--- config.mk ---
export PLATFORM = sky130hd
export DESIGN_NAME = gvc_emit
export DESIGN_NICKNAME = d
export VERILOG_FILES = /design/src/hw/rtl/gvc_pkg.sv /design/src/hw/rtl/gvc_emit.sv
export SDC_FILE = /design/constraint.sdc
export NUM_CORES = 1
export LEC_CHECK = 0
export ABC_CLOCK_PERIOD_IN_PS = 6700
export CAP_MARGIN = 40
export CORE_MARGIN = 2
export CORE_UTILIZATION = 42
export CTS_BUF_LIST = sky130_fd_sc_hd__clkbuf_8
export DETAILED_ROUTE_END_ITERATION = 16
export DONT_BUFFER_PORTS = 1
export GPL_ROUTABILITY_DRIVEN = 0
export PLACE_DENSITY = 0.7
export SLEW_MARGIN = 20
export SYNTH_ARGS = -nofsm -noshare
export SYNTH_HDL_FRONTEND = slang
export SYNTH_SLANG_ARGS = --single-unit
--- constraint.sdc ---
create_clock -name i_clk -period 6.7 [get_ports i_clk]
set_input_delay 0.67 -clock i_clk [delete_from_list [all_inputs] [get_ports i_clk]]
set_output_delay 0.67 -clock i_clk [all_outputs]
set_load 0.02 [all_outputs]
--- src/hw/rtl/gvc_pkg.sv ---
`timescale 1ns / 1ps
// ----------------------------------------------------------------------------
// gvc_pkg
// Shared widths, register indexes and types for the grid circulation block.
// ----------------------------------------------------------------------------
package gvc_pkg;

    // Defaults for the top-level parameters.
    localparam int MAX_COLS_DEF  = 1024;
    localparam int VEL_WIDTH_DEF = 16;

    // Fixed geometry and field widths.
    localparam int MAX_ROWS   = 1024;
    localparam int ROW_W      = 10;
    localparam int COL_W      = 10;
    localparam int VORT_W     = 40;
    localparam int SPACING_W  = 16;
    localparam int GEOM_W     = 11;

    // Configuration port.
    localparam int CFG_IDX_W  = 3;
    localparam int CFG_DATA_W = 16;

    localparam logic [CFG_IDX_W-1:0] CFG_GRID_COLS = 3'd0;
    localparam logic [CFG_IDX_W-1:0] CFG_GRID_ROWS = 3'd1;
    localparam logic [CFG_IDX_W-1:0] CFG_SPACING   = 3'd2;
    localparam logic [CFG_IDX_W-1:0] CFG_X_SIGN    = 3'd3;
    localparam logic [CFG_IDX_W-1:0] CFG_Y_SIGN    = 3'd4;

    // Reset values of the configuration registers.
    localparam logic [GEOM_W-1:0]    GRID_COLS_RST = 11'd2;
    localparam logic [GEOM_W-1:0]    GRID_ROWS_RST = 11'd2;
    localparam logic [SPACING_W-1:0] SPACING_RST   = 16'd256;

    // Result slots of one input word, in emission order.
    localparam int NUM_SLOTS = 4;
    localparam logic [1:0] SLOT_UP_J  = 2'd0;  // (r-1, c-1)
    localparam logic [1:0] SLOT_UP_C  = 2'd1;  // (r-1, c) at a row end
    localparam logic [1:0] SLOT_CUR_J = 2'd2;  // (r, c-1) in the last row
    localparam logic [1:0] SLOT_CUR_C = 2'd3;  // (r, c), the frame's last node

    // Position flags of one node word, worked out when the word is taken.
    typedef struct packed {
        logic closes;     // the word closes a cell (row and column both nonzero)
        logic top;        // the closed cell touches row 0
        logic bottom;     // the word sits in the last row
        logic row_end;    // the word sits in the last column
        logic first_col;  // the closed cell touches column 0
        logic no_carry;   // the row above has no carried sums (rows 0 and 1)
    } t_flags;

    // One result word.
    typedef struct packed {
        logic [ROW_W-1:0]  row;
        logic [COL_W-1:0]  col;
        logic [VORT_W-1:0] vort;
    } t_result;

    // All result words caused by one input word.
    typedef struct packed {
        logic [NUM_SLOTS-1:0]         mask;
        t_result [NUM_SLOTS-1:0]      slot;
    } t_res_set;

endpackage

--- src/hw/rtl/gvc_emit.sv ---
`timescale 1ns / 1ps
// ----------------------------------------------------------------------------
// gvc_emit
// Holds the result words of one input word and sends them out one by one.
// ----------------------------------------------------------------------------
module gvc_emit
    import gvc_pkg::*;
(
    input  logic                     i_clk,
    input  logic                     i_rst_n,
    input  logic                     i_valid,
    output logic                     o_ready,
    input  t_res_set                 i_set,
    output logic                     o_valid,
    input  logic                     i_ready,
    output logic [ROW_W-1:0]         o_node_row,
    output logic [COL_W-1:0]         o_node_col,
    output logic signed [VORT_W-1:0] o_vorticity,
    output logic                     o_run_last,
    output logic                     o_frame_last
);

    logic [NUM_SLOTS-1:0]  r_mask;
    t_result [NUM_SLOTS-1:0] r_slot;

    logic [1:0]            sel;
    logic [NUM_SLOTS-1:0]  rest;
    logic                  take;
    logic                  last;
    logic                  load;

    // Lowest pending slot goes out first.
    always_comb begin
        if (r_mask[SLOT_UP_J]) begin
            sel = SLOT_UP_J;
        end else if (r_mask[SLOT_UP_C]) begin
            sel = SLOT_UP_C;
        end else if (r_mask[SLOT_CUR_J]) begin
            sel = SLOT_CUR_J;
        end else begin
            sel = SLOT_CUR_C;
        end
    end

    assign rest    = r_mask & (r_mask - NUM_SLOTS'(1));
    assign o_valid = (r_mask != '0);
    assign take    = o_valid && i_ready;
    assign last    = (rest == '0);
    assign o_ready = (r_mask == '0) || (take && last);
    assign load    = i_valid && o_ready;

    always_ff @(posedge i_clk) begin
        if (!i_rst_n) begin
            r_mask <= '0;
        end else if (load) begin
            r_mask <= i_set.mask;
        end else if (take) begin
            r_mask <= rest;
        end
    end

    always_ff @(posedge i_clk) begin
        if (load) begin
            r_slot <= i_set.slot;
        end
    end

    assign o_node_row   = r_slot[sel].row;
    assign o_node_col   = r_slot[sel].col;
    assign o_vorticity  = r_slot[sel].vort;
    assign o_run_last   = last;
    assign o_frame_last = (sel == SLOT_CUR_C);

    // The frame's last node is always the last word of its run.
    a_frame_last_ends_run: assert property (@(posedge i_clk) disable iff (!i_rst_n)
        (o_valid && o_frame_last) |-> o_run_last)
        else $error("frame_last word is not the last of its run");

    // Each word sent without a new load retires exactly one pending slot.
    a_one_slot_per_word: assert property (@(posedge i_clk) disable iff (!i_rst_n)
        (take && !load) |=> ($countones(r_mask) + 1 == $countones($past(r_mask))))
        else $error("pending slot count did not drop by one");

    // A result set always starts with the upper-left node, and the frame's
    // last node comes only with both bottom-row and row-end neighbors.
    a_set_shape: assert property (@(posedge i_clk) disable iff (!i_rst_n)
        load |-> ((i_set.mask == '0) || i_set.mask[SLOT_UP_J]) &&
                 (!i_set.mask[SLOT_CUR_C] ||
                  (i_set.mask[SLOT_CUR_J] && i_set.mask[SLOT_UP_C])))
        else $error("malformed result set");

endmodule

==> metrics.txt, run 1 <==
Rows 54; sequential fraction of the synthesis area 0.7882; MaxCap Viol Count 0; Period Utilization, post-route 0.5262; hold_ws 0.2392 ns; CP max stage cell dfxtp_4; most frequent cells in the layout edfxtp_1, nand2_1, o21ai_0, a21oi_1; CTS tree done; Rel. slew slack 0.3991; CTS Buffer Depth 3; first-pass GRT wire length 28.13 mm; DRC Markers 0; Req. time, crit path 6.03 ns; Worst path max stage delay 0.75 ns; Core Area 21690 um2; starting density of the core 0.4263; fraction of registers with async set or reset after synthesis 0; initial antenna violation count 11; maximum clock rate 283.6 MHz; clk_skew 0.01794 ns; crit path kind register to primary output; clk sinks 244; CP top delay family compound AO/OA/AOI/OAI gates; total grt overflow 0; Hold Crit Class primary input to register; average size of a mapped cell 15.41 um2; run status complete, no violations; mapped cell area 9245 um2; Port Buf Inserts 0; vias per cell 5.323; DP Wirelength 13.13 mm; Net Count, Synth 848; ys flop type edfxtp_1; drt total wl 19.29 mm; post-layout min period 3.526 ns; commonest non-fill, non-tap cell in the layout edfxtp_1; Die H 152.4 um; power density cells 335.9 nW/um2; layout cells sized above 1 0.1045; area of the die 23220 um2; yosys warns 0; Slew Limit Fails 0; Clock transition at path regs 0.06 ns; largest net degree at the start of global routing 110; H-tree levels 2; Hold-fix buffers, CTS 0; Max VDD drop 0.1797 mV; chip width 152.4 um; DRT iter0 DRCs 343; final setup vio count 0; crit path DAT 2.86 ns; FF+latch count, synth 244; leakage 0.003452 uW; design area 10390 um2; CP endpoint o_node_row[6]; layout overhead on the synthesized area 12.33%; Core Util, Final 0.4788; Overall Power 3488 uW; DP Area 9538 um2; reg-to-reg startpoint r_mask[0]; r2r setup slk 3.40 ns; drt first pass iters 6; clk_lat worst skew 0.52 ns; DR WL/cell 20.75 um; worst-path cell chain buf_4 > a21oi_1 > o21ai_0; Buf/Inv on CP 1; Vias 4950; RSZ-0062 raised after global routing false; TritonCTS Buffers 39; Mapped Cells 600; Fin Setup TNS 0 ns; final hold vios 0; GRT Overall Usage 0.1579; Worst R2R End r_slot[224]; crit start category register; post-synth cell types 25; Fillers 1857; vias in the first global route 5051; final antenna-violating net count 0; Crit. Startpoint r_mask[1]; clock root cell clkbuf_8; Final nets 861; number of synthesized flops with an enable pin 240; Crit path depth 3; post_cts resized 0; actual slew at the worst max-slew pin 0.8919 ns; crit path capture type primary output; IO Count 312; CP Max Fanout 63; setup bufs post-CTS 0; r2r worst-path depth 9
## stage by stage
step,cells,setup WS (ns)
floorplan,600,1.998
global placement,848,3.101
detailed placement,850,2.945
CTS,919,2.954
global route,929,2.968
finish,930,3.174
## sequential cells by signal (all words and copies together), names as in the netlist
| name | count |
|---|---|
| r_mask | 4 |
| r_slot | 240 |
## cell families (layout without fill, tap and decap cells)
| logic type | after synthesis | in the layout | share of synthesized area |
|---|---|---|---|
| DFF | 244 | 244 | 0.7882 |
| buffers and inverters | 38 | 79 | 0.01746 |
| adders and majority gates | 1 | 1 | 0.001218 |
| AOI/OAI and AO/OA | 130 | 130 | 0.07484 |
| and+or+nand+nor | 127 | 127 | 0.05332 |
| muxes | 60 | 60 | 0.06496 |
| other | 0 | 9 | 0 |
## final cells by class
type                       count  area (um2)  share of cell area
sequential                   244        7298              0.7028
multi-input combinational    318        1799              0.1733
clock buffer                  42       578.1             0.05566
tap                          280       350.3             0.03373
clock inverter                27       191.4             0.01843
timing repair buffer           8       137.6             0.01325
antenna                        9       22.52            0.002169
inverter                       2       7.507           0.0007229
## power breakdown
group / internal [uW] / switching [uW] / total, uW / leakage [uW]
logic: 86.4 / 267 / 354 / 0.000684
clock network: 695 / 554 / 1250 / 0.000425
registers: 1840 / 48.7 / 1890 / 0.00234
total: 2620 / 870 / 3490 / 0.00345
## routing by layer
metal / vias up / GRT usage / wire length (um)
met5: - / 0 / 36
met4: 6 / 0.09880 / 848
met3: 70 / 0.06115 / 1687
met2: 261 / 0.2683 / 9834
met1: 2325 / 0.1645 / 6885
li1: 2288 / - / -
## cells in the mapped netlist, types with 2 or more instances
cell type | count | area, um2
edfxtp_1 | 240 | 7207
dfxtp_1 | 4 | 80.08
buf_1 | 2 | 7.510
nand2_1 | 62 | 232.7
a41o_1 | 2 | 20.02
o21ai_0 | 61 | 305.3
buf_2 | 9 | 45.04
mux2i_1 | 60 | 600.6
a21oi_1 | 61 | 305.3
inv_1 | 2 | 7.510
nor2_1 | 60 | 225.2
clkbuf_1 | 24 | 90.09
## worst min path at each step
| stage | start | end | slack (ns) | depth (start not counted) |
|---|---|---|---|---|
| after floorplan | r_mask[3] | r_mask[3] | 0.51 | 2 |
| after global placement | r_mask[3] | r_mask[3] | 0.53 | 2 |
| after detailed placement | r_mask[3] | r_mask[3] | 0.57 | 2 |
| after CTS | i_set[9] | r_slot[9] | 0.20 | 0 |
| after global routing | i_set[9] | r_slot[9] | 0.20 | 0 |
| final | i_set[189] | r_slot[189] | 0.24 | 0 |
Note: power is estimated with default switching activity, not from simulation.
==> run 2, diff against run 1 <==
--- a/config.mk
+++ b/config.mk
@@ -5,7 +5,7 @@
 export SDC_FILE = /design/constraint.sdc
 export NUM_CORES = 1
 export LEC_CHECK = 0
-export ABC_CLOCK_PERIOD_IN_PS = 6700
+export ABC_CLOCK_PERIOD_IN_PS = 3200
 export CAP_MARGIN = 40
 export CORE_MARGIN = 2
 export CORE_UTILIZATION = 42
==> constraint.sdc (replaced) <==
create_clock -name i_clk -period 3.2 [get_ports i_clk]
set_input_delay 0.32 -clock i_clk [delete_from_list [all_inputs] [get_ports i_clk]]
set_output_delay 0.32 -clock i_clk [all_outputs]
set_load 0.02 [all_outputs]
==> metrics.txt, run 2 <==
run status stopped before the end; Failed at clock tree synthesis (4_1_cts); Err [ERROR RSZ-0060] Max buffer count reached.; Die H 152.4 um (unchanged); setup bufs post-CTS 0 (unchanged); sequential fraction of the synthesis area 0.7882 (unchanged); post-synth cell types 25 (unchanged); DP Wirelength 12.54 mm (-4.5%); Port Buf Inserts 0 (unchanged); clock root cell clkbuf_8; number of synthesized flops with an enable pin 240 (unchanged); yosys warns 0 (unchanged); IO Count 312 (unchanged); FF+latch count, synth 244 (unchanged); ys flop type edfxtp_1; average size of a mapped cell 15.41 um2 (unchanged); mapped cell area 9245 um2 (unchanged); Mapped Cells 600 (unchanged); starting density of the core 0.4263 (unchanged); Synth area leaders edfxtp_1, mux2i_1, a21oi_1, o21ai_0, nand2_1; post-synth top area share 0.7795 (unchanged); H-tree levels 2 (unchanged); TritonCTS Buffers 41 (+5.1%); top cells by instance count after synthesis edfxtp_1, nand2_1, a21oi_1, o21ai_0; chip width 152.4 um (unchanged); Rows 54 (unchanged); CTS Buffer Depth 3 (unchanged); post_cts resized 0 (unchanged); most common cell in the netlist edfxtp_1; Net Count, Synth 848 (unchanged); clk sinks 244 (unchanged); Hold-fix buffers, CTS 187 (+187); fraction of registers with async set or reset after synthesis 0 (unchanged); DP Area 9632 um2 (+0.98%); Yosys top cell by area edfxtp_1
==> run 2: cell counts after synthesis <==
No cell type changed its count.
==> run 2: kinds of logic after synthesis <==
family	after synthesis	synth area share
buffers and inverters	38	0.01746
AND/OR/NAND/NOR	127	0.05332
multiplexers	60	0.06496
adder cells (fa/ha/maj)	1	0.001218
flip-flops	244	0.7882
AO/OA/AOI/OAI	130	0.07484
==> run 2: through the flow <==
| step | TNS [ns] | cells | setup WS, ns |
|---|---|---|---|
| after floorplan | -44.75 | 600 | -0.1865 |
| after global placement | 0 | 856 | 0.9207 |
| after detailed placement | 0 | 857 | 0.8474 |
==> run 3, diff against run 2 <==
==> config.mk (replaced) <==
export PLATFORM = sky130hd
export DESIGN_NAME = gvc_emit
export DESIGN_NICKNAME = d
export VERILOG_FILES = /design/src/hw/rtl/gvc_pkg.sv /design/src/hw/rtl/gvc_emit.sv
export SDC_FILE = /design/constraint.sdc
export NUM_CORES = 1
export LEC_CHECK = 0
export ABC_CLOCK_PERIOD_IN_PS = 4200
export CAP_MARGIN = 40
export CORE_MARGIN = 2
export CORE_UTILIZATION = 27
export DETAILED_ROUTE_END_ITERATION = 16
export DONT_BUFFER_PORTS = 1
export GPL_ROUTABILITY_DRIVEN = 0
export PLACE_DENSITY_LB_ADDON = 0.15
export SLEW_MARGIN = 20
export SYNTH_ARGS = -nofsm -noshare
export SYNTH_HDL_FRONTEND = slang
export SYNTH_SLANG_ARGS = --single-unit
==> constraint.sdc (replaced) <==
create_clock -name i_clk -period 4.2 [get_ports i_clk]
set_input_delay 0.42 -clock i_clk [delete_from_list [all_inputs] [get_ports i_clk]]
set_output_delay 0.42 -clock i_clk [all_outputs]
set_load 0.02 [all_outputs]
==> metrics.txt, run 3 <==
run status stopped before the end; Failed at clock tree synthesis (4_1_cts); Err [ERROR RSZ-0060] Max buffer count reached.; mapped cell area 9245 um2 (unchanged); TritonCTS Buffers 28 (-32%); Port Buf Inserts 0 (unchanged); Yosys top cell by area edfxtp_1; number of synthesized flops with an enable pin 240 (unchanged); clk sinks 244 (unchanged); post_cts resized 0 (unchanged); DP Area 9861 um2 (+2.4%); Synth area leaders edfxtp_1, mux2i_1, a21oi_1, o21ai_0, nand2_1; chip width 189.0 um (+24%); ys flop type edfxtp_1; Net Count, Synth 848 (unchanged); Hold-fix buffers, CTS 217 (+16%); DP Wirelength 15.08 mm (+20%); DP Worst Slack 1.312 ns (+0.4650 ns); starting density of the core 0.2750 (-0.1513); sequential fraction of the synthesis area 0.7882 (unchanged); FF+latch count, synth 244 (unchanged); Mapped Cells 600 (unchanged); H-tree levels 1 (-1); most common cell in the netlist edfxtp_1; Rows 67 (+24%); post-synth cell types 25 (unchanged); IO Count 312 (unchanged); post-synth top area share 0.7795 (unchanged); fraction of registers with async set or reset after synthesis 0 (unchanged); CTS Buffer Depth 3 (unchanged); top cells by instance count after synthesis edfxtp_1, nand2_1, a21oi_1, o21ai_0; yosys warns 0 (unchanged); setup bufs post-CTS 0 (unchanged); average size of a mapped cell 15.41 um2 (unchanged); Die H 189.0 um (+24%); clock root cell clkbuf_16
run 3: logic make-up after synthesis:
family                   share of synthesized area
flip-flops                                  0.7882
AND/OR/NAND/NOR                            0.05332
AO/OA/AOI/OAI                              0.07484
multiplexers                               0.06496
buffers and inverters                      0.01746
adder cells (fa/ha/maj)                   0.001218
run 3: through the flow:
stage | instances | hold slack (ns) | utilization
global placement | 1024 | 0.5189 | 0.2921
floorplan | 600 | 0.5130 | -
detailed placement | 1028 | 0.5189 | 0.2933
